`src/bse_pkg.sv`:
```
// Shared types and constants for the bounded stack engine.
package bse_pkg;

   localparam int DEPTH_DEFAULT = 64;

   typedef logic [2:0]         func_type;
   typedef logic signed [31:0] word_type;
   typedef logic [6:0]         pos_type;
   typedef logic [2:0]         status_type;
   typedef logic [6:0]         count_type;

   localparam func_type FUNC_PUSH    = 3'd0;
   localparam func_type FUNC_POP     = 3'd1;
   localparam func_type FUNC_PEEK    = 3'd2;
   localparam func_type FUNC_MODIFY  = 3'd3;
   localparam func_type FUNC_DISPLAY = 3'd4;

   localparam status_type STATUS_OK        = 3'd0;
   localparam status_type STATUS_OVERFLOW  = 3'd1;
   localparam status_type STATUS_UNDERFLOW = 3'd2;
   localparam status_type STATUS_EMPTY     = 3'd3;
   localparam status_type STATUS_BADPOS    = 3'd4;

   typedef struct packed {
      logic capture;
      logic rd_top;
      logic rd_next;
      logic emit;
   } ctl_cmd_type;

   typedef struct packed {
      logic func_valid;
      logic is_display;
      logic empty;
      logic at_bottom;
      logic out_free;
   } ctl_stat_type;

endpackage

```
`src/bse_channels.sv`:
```
// Valid/ready channel interfaces for request and response beats.
interface bse_req_if;
   logic                valid;
   logic                ready;
   bse_pkg::func_type   func;
   bse_pkg::word_type   value;
   bse_pkg::pos_type    position;

   modport source (output valid, func, value, position, input ready);
   modport sink   (input valid, func, value, position, output ready);
endinterface

interface bse_rsp_if;
   logic                 valid;
   logic                 ready;
   bse_pkg::status_type  status;
   bse_pkg::word_type    data;
   bse_pkg::count_type   count;
   logic                 last;

   modport source (output valid, status, data, count, last, input ready);
   modport sink   (input valid, status, data, count, last, output ready);
endinterface

```
`src/bse_datapath.sv`:
```
// Stack datapath: request latch, entry memory, fill count and response register.
module bse_datapath #(
   parameter int DEPTH = bse_pkg::DEPTH_DEFAULT
) (
   input  logic                  clock,
   input  logic                  reset,
   input  bse_pkg::func_type     req_func,
   input  bse_pkg::word_type     req_value,
   input  bse_pkg::pos_type      req_position,
   input  bse_pkg::ctl_cmd_type  cmd,
   output bse_pkg::ctl_stat_type stat,
   output logic                  rsp_valid,
   input  logic                  rsp_ready,
   output bse_pkg::status_type   rsp_status,
   output bse_pkg::word_type     rsp_data,
   output bse_pkg::count_type    rsp_count,
   output logic                  rsp_last
);

   localparam int AW = (DEPTH > 1) ? $clog2(DEPTH) : 1;
   localparam int CW = $clog2(DEPTH + 1);

   bse_pkg::func_type   func_ff;
   bse_pkg::word_type   value_ff;
   bse_pkg::pos_type    pos_ff;
   logic [CW-1:0]       count_ff, count_in;
   logic [AW-1:0]       idx_ff, idx_in;
   bse_pkg::word_type   rd_data_ff;
   bse_pkg::word_type   mem [DEPTH];

   logic                rsp_valid_ff, rsp_valid_in;
   bse_pkg::status_type rsp_status_ff, rsp_status_in;
   bse_pkg::word_type   rsp_data_ff, rsp_data_in;
   bse_pkg::count_type  rsp_count_ff, rsp_count_in;
   logic                rsp_last_ff, rsp_last_in;

   logic                empty, full, pos_ok, out_free;
   logic [CW-1:0]       count_m1;
   bse_pkg::pos_type    pos_m1;
   logic [AW-1:0]       top_idx, idx_m1;
   logic                wr_en, rd_en;
   logic [AW-1:0]       wr_addr, rd_addr;

   assign empty    = (count_ff == '0);
   assign full     = (count_ff == CW'(DEPTH));
   assign count_m1 = count_ff - CW'(1);
   assign top_idx  = count_m1[AW-1:0];
   assign idx_m1   = idx_ff - AW'(1);
   assign pos_m1   = pos_ff - bse_pkg::pos_type'(1);
   assign pos_ok   = (pos_ff != '0) && (pos_ff <= bse_pkg::pos_type'(count_ff));
   assign out_free = !rsp_valid_ff || rsp_ready;

   assign stat.func_valid = (func_ff == bse_pkg::FUNC_PUSH) || (func_ff == bse_pkg::FUNC_POP)
                         || (func_ff == bse_pkg::FUNC_PEEK) || (func_ff == bse_pkg::FUNC_MODIFY)
                         || (func_ff == bse_pkg::FUNC_DISPLAY);
   assign stat.is_display = (func_ff == bse_pkg::FUNC_DISPLAY);
   assign stat.empty      = empty;
   assign stat.at_bottom  = (idx_ff == '0);
   assign stat.out_free   = out_free;

   assign rd_en   = (cmd.rd_top && !empty) || cmd.rd_next;
   assign rd_addr = cmd.rd_next ? idx_m1 : top_idx;

   always_comb begin
      count_in      = count_ff;
      idx_in        = idx_ff;
      wr_en         = 1'b0;
      wr_addr       = count_ff[AW-1:0];
      rsp_valid_in  = rsp_valid_ff && !rsp_ready;
      rsp_status_in = rsp_status_ff;
      rsp_data_in   = rsp_data_ff;
      rsp_count_in  = rsp_count_ff;
      rsp_last_in   = rsp_last_ff;
      if (cmd.rd_top) begin
         idx_in = top_idx;
      end
      if (cmd.rd_next) begin
         idx_in = idx_m1;
      end
      if (cmd.emit) begin
         rsp_valid_in  = 1'b1;
         rsp_status_in = bse_pkg::STATUS_OK;
         rsp_data_in   = '0;
         rsp_last_in   = 1'b1;
         unique case (func_ff)
            bse_pkg::FUNC_PUSH: begin
               if (full) begin
                  rsp_status_in = bse_pkg::STATUS_OVERFLOW;
               end else begin
                  wr_en    = 1'b1;
                  count_in = count_ff + CW'(1);
               end
            end
            bse_pkg::FUNC_POP: begin
               if (empty) begin
                  rsp_status_in = bse_pkg::STATUS_UNDERFLOW;
               end else begin
                  rsp_data_in = rd_data_ff;
                  count_in    = count_m1;
               end
            end
            bse_pkg::FUNC_PEEK: begin
               if (empty) begin
                  rsp_status_in = bse_pkg::STATUS_EMPTY;
               end else begin
                  rsp_data_in = rd_data_ff;
               end
            end
            bse_pkg::FUNC_MODIFY: begin
               if (empty) begin
                  rsp_status_in = bse_pkg::STATUS_EMPTY;
               end else if (!pos_ok) begin
                  rsp_status_in = bse_pkg::STATUS_BADPOS;
               end else begin
                  wr_en   = 1'b1;
                  wr_addr = pos_m1[AW-1:0];
               end
            end
            bse_pkg::FUNC_DISPLAY: begin
               if (empty) begin
                  rsp_status_in = bse_pkg::STATUS_EMPTY;
               end else begin
                  rsp_data_in = rd_data_ff;
                  rsp_last_in = (idx_ff == '0);
               end
            end
            default: begin
               rsp_valid_in = rsp_valid_ff && !rsp_ready;
            end
         endcase
         rsp_count_in = bse_pkg::count_type'(count_in);
      end
   end

   always_ff @(posedge clock) begin
      if (cmd.capture) begin
         func_ff  <= req_func;
         value_ff <= req_value;
         pos_ff   <= req_position;
      end
      if (wr_en) begin
         mem[wr_addr] <= value_ff;
      end
      if (rd_en) begin
         rd_data_ff <= mem[rd_addr];
      end
      idx_ff        <= idx_in;
      rsp_status_ff <= rsp_status_in;
      rsp_data_ff   <= rsp_data_in;
      rsp_count_ff  <= rsp_count_in;
      rsp_last_ff   <= rsp_last_in;
   end

   always_ff @(posedge clock) begin
      if (reset) begin
         count_ff     <= '0;
         rsp_valid_ff <= 1'b0;
      end else begin
         count_ff     <= count_in;
         rsp_valid_ff <= rsp_valid_in;
      end
   end

   assign rsp_valid  = rsp_valid_ff;
   assign rsp_status = rsp_status_ff;
   assign rsp_data   = rsp_data_ff;
   assign rsp_count  = rsp_count_ff;
   assign rsp_last   = rsp_last_ff;

endmodule

```
`src/bse_controller.sv`:
```
// Operation sequencer: accept, memory read issue, response beats.
module bse_controller (
   input  logic                  clock,
   input  logic                  reset,
   input  logic                  req_valid,
   output logic                  req_ready,
   input  bse_pkg::ctl_stat_type stat,
   output bse_pkg::ctl_cmd_type  cmd
);

   typedef enum logic [1:0] {
      ST_IDLE,
      ST_ISSUE,
      ST_RESP
   } state_type;

   state_type state_ff, state_in;

   always_comb begin
      state_in    = state_ff;
      cmd         = '0;
      req_ready   = 1'b0;
      unique case (state_ff)
         ST_IDLE: begin
            req_ready   = 1'b1;
            cmd.capture = req_valid;
            if (req_valid) begin
               state_in = ST_ISSUE;
            end
         end
         ST_ISSUE: begin
            cmd.rd_top = stat.func_valid;
            state_in   = stat.func_valid ? ST_RESP : ST_IDLE;
         end
         ST_RESP: begin
            if (stat.out_free) begin
               cmd.emit    = 1'b1;
               cmd.rd_next = stat.is_display && !stat.empty && !stat.at_bottom;
               state_in    = cmd.rd_next ? ST_RESP : ST_IDLE;
            end
         end
         default: begin
            state_in = ST_IDLE;
         end
      endcase
   end

   always_ff @(posedge clock) begin
      if (reset) begin
         state_ff <= ST_IDLE;
      end else begin
         state_ff <= state_in;
      end
   end

endmodule

```
`src/bounded_stack_engine.sv`:
```
// Top level of the bounded stack engine: sequencer plus stack datapath.
//
//   channel   dir  payload                       handshake
//   req_bus   in   func, value, position         valid/ready
//   rsp_bus   out  status, data, count, last     valid/ready
//
// Push, pop, peek and modify: each request steps through accept, memory read and response,
// and the entry memory has a registered read.
// Display: beats run top to bottom, one response beat per cycle while rsp_bus is ready.
// An empty display gives one EMPTY beat; unused func codes give no beat and return to idle.
// Reset clears the fill count and the sequencer; entries hold whatever was written.
// A stalled rsp_bus holds its beat; the next request is taken while it waits.
module bounded_stack_engine #(
   parameter int DEPTH = bse_pkg::DEPTH_DEFAULT
) (
   input  logic     clock,
   input  logic     reset,
   bse_req_if.sink   req_bus,
   bse_rsp_if.source rsp_bus
);

   bse_pkg::ctl_cmd_type  cmd;
   bse_pkg::ctl_stat_type stat;

   bse_controller u_ctl (
      .clock     (clock),
      .reset     (reset),
      .req_valid (req_bus.valid),
      .req_ready (req_bus.ready),
      .stat      (stat),
      .cmd       (cmd)
   );

   bse_datapath #(
      .DEPTH (DEPTH)
   ) u_dp (
      .clock        (clock),
      .reset        (reset),
      .req_func     (req_bus.func),
      .req_value    (req_bus.value),
      .req_position (req_bus.position),
      .cmd          (cmd),
      .stat         (stat),
      .rsp_valid    (rsp_bus.valid),
      .rsp_ready    (rsp_bus.ready),
      .rsp_status   (rsp_bus.status),
      .rsp_data     (rsp_bus.data),
      .rsp_count    (rsp_bus.count),
      .rsp_last     (rsp_bus.last)
   );

endmodule

```
`src/flat_wrapper.sv`:
```
// flat-port wrapper written by rule: the top's interface ports become plain ports
module bounded_stack_engine_flat 
#(
   parameter int DEPTH = bse_pkg::DEPTH_DEFAULT
)
  (clock, reset, req_bus_valid, req_bus_func, req_bus_value, req_bus_position, req_bus_ready, rsp_bus_valid, rsp_bus_status, rsp_bus_data, rsp_bus_count, rsp_bus_last, rsp_bus_ready);
  bse_req_if req_bus_i ();
  bse_rsp_if rsp_bus_i ();
  input  logic clock;
  input  logic reset;
  input wire logic [$bits(req_bus_i.valid)-1:0] req_bus_valid;
  input wire logic [$bits(req_bus_i.func)-1:0] req_bus_func;
  input wire logic [$bits(req_bus_i.value)-1:0] req_bus_value;
  input wire logic [$bits(req_bus_i.position)-1:0] req_bus_position;
  output wire logic [$bits(req_bus_i.ready)-1:0] req_bus_ready;
  output wire logic [$bits(rsp_bus_i.valid)-1:0] rsp_bus_valid;
  output wire logic [$bits(rsp_bus_i.status)-1:0] rsp_bus_status;
  output wire logic [$bits(rsp_bus_i.data)-1:0] rsp_bus_data;
  output wire logic [$bits(rsp_bus_i.count)-1:0] rsp_bus_count;
  output wire logic [$bits(rsp_bus_i.last)-1:0] rsp_bus_last;
  input wire logic [$bits(rsp_bus_i.ready)-1:0] rsp_bus_ready;
  assign req_bus_i.valid = req_bus_valid;
  assign req_bus_i.func = req_bus_func;
  assign req_bus_i.value = req_bus_value;
  assign req_bus_i.position = req_bus_position;
  assign req_bus_ready = req_bus_i.ready;
  assign rsp_bus_valid = rsp_bus_i.valid;
  assign rsp_bus_status = rsp_bus_i.status;
  assign rsp_bus_data = rsp_bus_i.data;
  assign rsp_bus_count = rsp_bus_i.count;
  assign rsp_bus_last = rsp_bus_i.last;
  assign rsp_bus_i.ready = rsp_bus_ready;
  bounded_stack_engine #(.DEPTH(DEPTH)) u_core (.clock(clock), .reset(reset), .req_bus(req_bus_i), .rsp_bus(rsp_bus_i));
endmodule
```
`config.mk`:
```
export PLATFORM = sky130hd
export DESIGN_NAME = bounded_stack_engine_flat
export DESIGN_NICKNAME = d
export VERILOG_FILES = /design/src/bse_pkg.sv /design/src/bse_channels.sv /design/src/bse_datapath.sv /design/src/bse_controller.sv /design/src/bounded_stack_engine.sv /design/src/flat_wrapper.sv
export SDC_FILE = /design/constraint.sdc
export NUM_CORES = 2
export LEC_CHECK = 0
export BUFFER_PORTS_ARGS = -buffer_cell sky130_fd_sc_hd__buf_2
export CAP_MARGIN = 20
export CORE_MARGIN = 8
export CORE_UTILIZATION = 40
export CTS_BUF_LIST = sky130_fd_sc_hd__clkbuf_16
export DETAILED_ROUTE_END_ITERATION = 7
export RECOVER_POWER = 25
export SYNTH_ARGS = -nofsm -noshare
export SYNTH_HDL_FRONTEND = slang
export SYNTH_HIERARCHICAL = 1
export SYNTH_SLANG_ARGS = --single-unit
```
`constraint.sdc`:
```
create_clock -name clock -period 8 [get_ports clock]
set_input_delay 0.8 -clock clock [delete_from_list [all_inputs] [get_ports clock]]
set_output_delay 0.8 -clock clock [all_outputs]
set_load 0.005 [all_outputs]
```
==> metrics.md <==
| Metric | Value |
|---|---|
| Register bit total from synthesis | 2181 |
| Worst hold path endpoint | u_core/u_dp/value_ff[15] |
| Largest family of logic cells by synthesized area | simple AND/OR/NAND/NOR gates |
| Reg-to-Reg End | u_core/u_dp/rd_data_ff[26] |
| Longest Clk Path Bufs | 3 |
| Final period util | 91.4% |
| Sink Count | 2181 |
| Most common cell in the netlist | edfxtp_1 |
| Worst Path Arrival | 8040 ps |
| Post-Syn Area per Cell | 14.4 um^2 |
| Final std cells w/o fill | 9282 |
| WP buf/inv | 5 |
| Final HPWL DP | 135000 um |
| Post-route cell area | 99800 um^2 |
| Critical path fanouts, max | 64 |
| DIE WIDTH | 485 um |
| Setup TNS | 0 ps |
| Mapped Cells | 6120 |
| Min cycle time layout | 7310 ps |
| First-pass GRT wire length | 368000 um |
| Placed cell area | 92800 um^2 |
| DRC violations left | 0 |
| Worst Skew | 46.8 ps |
| Multiplexer area fraction after synthesis | 5.63% |
| Met3 Resource Use GR | 3.30% |
| Top cell type's share of synthesized area | 74.1% |
| Top area cells in the synthesized netlist | edfxtp_1, nand2_1, mux2i_1, nand3_1, a32oi_1 |
| Xor and xnor fraction of the mapped netlist area | 0.169% |
| Fin nets | 6278 |
| Layout cells sized above 1 | 11.2% |
| Max frequency | 137 MHz |
| CP cell instances | inv_2 -> ha_1 -> nand4_1 -> clkinv_1 -> nor3b_2 -> and3_4 -> mux2_8 -> inv_8 -> buf_4 -> mux2i_1 -> a2111oi_1 -> o21ai_0 -> a2111oi_1 -> buf_4 -> a21o_1 |
| Final ANT Viol Nets | 0 |
| RSZ-0062 raised after global routing | no |
| Die ar. | 235000 um^2 |
| Final setup viols | 0 |
| Synth Area in Simple Gates | 12.8% |
| Fin util | 45.5% |
| Post-synth top flop | edfxtp_1 |
| Flop-to-flop setup slack | 690 ps |
| Routed len/inst | 27.9 um |
| Violated checks | capacitance limit, slew limit |
| Setup bufs post-CTS | 0 |
| LEAKAGE | 33.8 nW |
| Kind of critical path | flop to flop |
| # Max-Cap Violations | 25 |
| Synth area leader | edfxtp_1 |
| Cell family with most CP delay | compound AO/OA/AOI/OAI gates |
| Initial antenna violation count | 19 |
| P&R area growth vs syn | 13.5% |
| Pwr Density | 235 nW/um^2 |
| Die height | 485 um |
| Distinct cells, synth | 61 |
| Met2 GRT Util | 34.5% |
| Final Routed Wirelength | 259000 um |
| Starting density of the core | 40.1% |
| Layer with the highest usage | met2 |
| Mapped cell area | 87900 um^2 |
| Drt initial violations | 6504 |
| Hold Startpoint | req_bus_value[15] |
| Worst hold stages | 1 |
| Synth Net Count | 6180 |
| Row cnt | 172 |
| Drt first pass iters | 5 |
| Maximum vdd drop | 0.208 mV |
| Largest net degree at the start of global routing | 229 |
| Vias per cell | 5.79 |
| GR Util met1 | 29.5% |
| Root Buffer | clkbuf_16 |
| Final hold vios | 0 |
| Core box area | 219000 um^2 |
| H-tree Lvls | 4 |
| Post_cts resized | 0 |
| Number of global-route vias before repair | 51700 |
| Crit start category | flop |
| Clock transition at path regs | 70 ps |
| Slew Viols, Final | 1574 |
| Req. time, crit path | 8730 ps |
| Synth Area in Adders | 0.199% |
| TritonCTS clock tree | built |
| Clock latency on the worst-skew pair | 860 ps |
| Register area share after synthesis | 74.4% |
| CP Capture Type | flop |
| Compound-Gate Fraction of Synth Area | 4.80% |
| Min-Delay Path Class | input port to flop |
| Cts bufs inserted | 216 |
| Slew @ Worst Pin | 3860 ps |
| GRT Total Usage | 21.2% |
| Slew headroom | -157% |
| Slowest-stage cell, CP | a2111oi_1 |
| Outcome | finished with violations |
| R2r worst-path depth | 15 |
| RePlAce Congestion | 0.825 |
| Vias | 53800 |
| Synth top cells by count | edfxtp_1, nand2_1, nand3_1 |
| Async set-reset flop share out of synthesis | 0% |
| Crit-path max cell delay | 1170 ps |
| Power Total | 0.0234 W |
| GRT overflow | 0 |
| Inst Count DP | 8867 |
| Port Buffers | 90 |
| Hold buffers post-CTS | 0 |
| Post-synth EDFFs | 2171 |
| Worst reg2reg startpoint | u_core/u_dp/count_ff[0] |
| Total number of yosys warnings | 6 |
| IO Count | 91 |
| Fill count | 19000 |
-- power breakdown --
part / total (W) / switching (W) / leakage (nW) / internal (W)
clock network: 0.0101 / 0.00441 / 3.66 / 0.00566
logic: 0.000688 / 0.000557 / 10.5 / 0.000131
registers: 0.0127 / 0.0000188 / 19.6 / 0.0126
total: 0.0234 / 0.00499 / 33.8 / 0.0184
-- layout make-up --
type                    count  area (um^2)  area share, %
clock inverters           185         1610           1.61
flip-flops and latches   2181        65400           65.5
diodes                      9         22.5         0.0226
clock buffers             217         5430           5.44
multi-input cells        3502        21500           21.6
repair buffers            293         2110           2.12
well taps                2871         3590           3.60
inverters                  24          100          0.100
-- worst register-to-register path: stages, from the launching register on --
cell and delay (ps):
dfxtp_1 740, inv_2 270, ha_1 310, nand4_1 380
clkinv_1 400, nor3b_2 330, and3_4 560, mux2_8 680
inv_8 580, buf_4 420, mux2i_1 100, a2111oi_1 1170
o21ai_0 390, a2111oi_1 510, buf_4 230, a21o_1 90
-- logic make-up (layout without fill, tap and decap cells) --
group                      count (synthesis)  in the layout
AOI/OAI and AO/OA                        592            592
xor gates and xnor gates                  17             17
adders and majority gates                 14             14
buffers and inverters                    437            719
DFF                                     2181           2181
muxes                                    454            454
other                                      0              9
and+or+nand+nor                         2425           2425
-- routing by layer --
metal	share of wire (%)	vias to the layer above
met1	42	27600
li1	-	23500
met3	7.9	366
met2	47	2323
met4	3.4	0
met5	0	-
-- cell usage in the layout (no fill, tap or decap), types with 73 or more instances in the layout --
master     instances
a21oi_1           79
a31oi_1          165
a32oi_1          163
buf_2             81
buf_4            155
clkbuf_16        217
edfxtp_1        2171
inv_1             73
mux2i_1          419
nand2_1         1434
nand3_1          462
nand3b_1          96
nor3_1            76
nor3b_1           98
nor4b_1           96
-- state kept, by name (all words and copies together), names as in the netlist, 6 cells and up --
register,flops
u_core/u_dp/mem,2048
u_core/u_dp/rd_data_ff,32
u_core/u_dp/rsp_data,32
u_core/u_dp/value_ff,32
u_core/u_dp/count_ff,7
u_core/u_dp/pos_ff,7
u_core/u_dp/rsp_count,7
u_core/u_dp/idx_ff,6
-- worst max path at each step --
stage                            start                    endpoint  slack (ps)  cells after the start
5_1_grt        u_core/u_dp/count_ff[0]  u_core/u_dp/rd_data_ff[26]         550                     15
2_1_floorplan            rsp_bus_ready      u_core/u_dp/mem[52][0]         900                      9
4_1_cts        u_core/u_dp/count_ff[0]  u_core/u_dp/rd_data_ff[26]         960                     15
6_report       u_core/u_dp/count_ff[0]  u_core/u_dp/rd_data_ff[26]         690                     15
3_5_place_dp   u_core/u_dp/count_ff[0]  u_core/u_dp/rd_data_ff[26]         990                     15
3_3_place_gp   u_core/u_dp/count_ff[0]   u_core/u_dp/rd_data_ff[0]         480                     15
-- per-stage QoR --
step | worst slack (ps) | hold WS [ps]
2_1_floorplan | 902 | 486
3_3_place_gp | 480 | 506
3_5_place_dp | 989 | 510
4_1_cts | 956 | 22.3
5_1_grt | 553 | 50.0
6_report | 688 | 109
No activity file was read; power rests on OpenSTA's default activity.
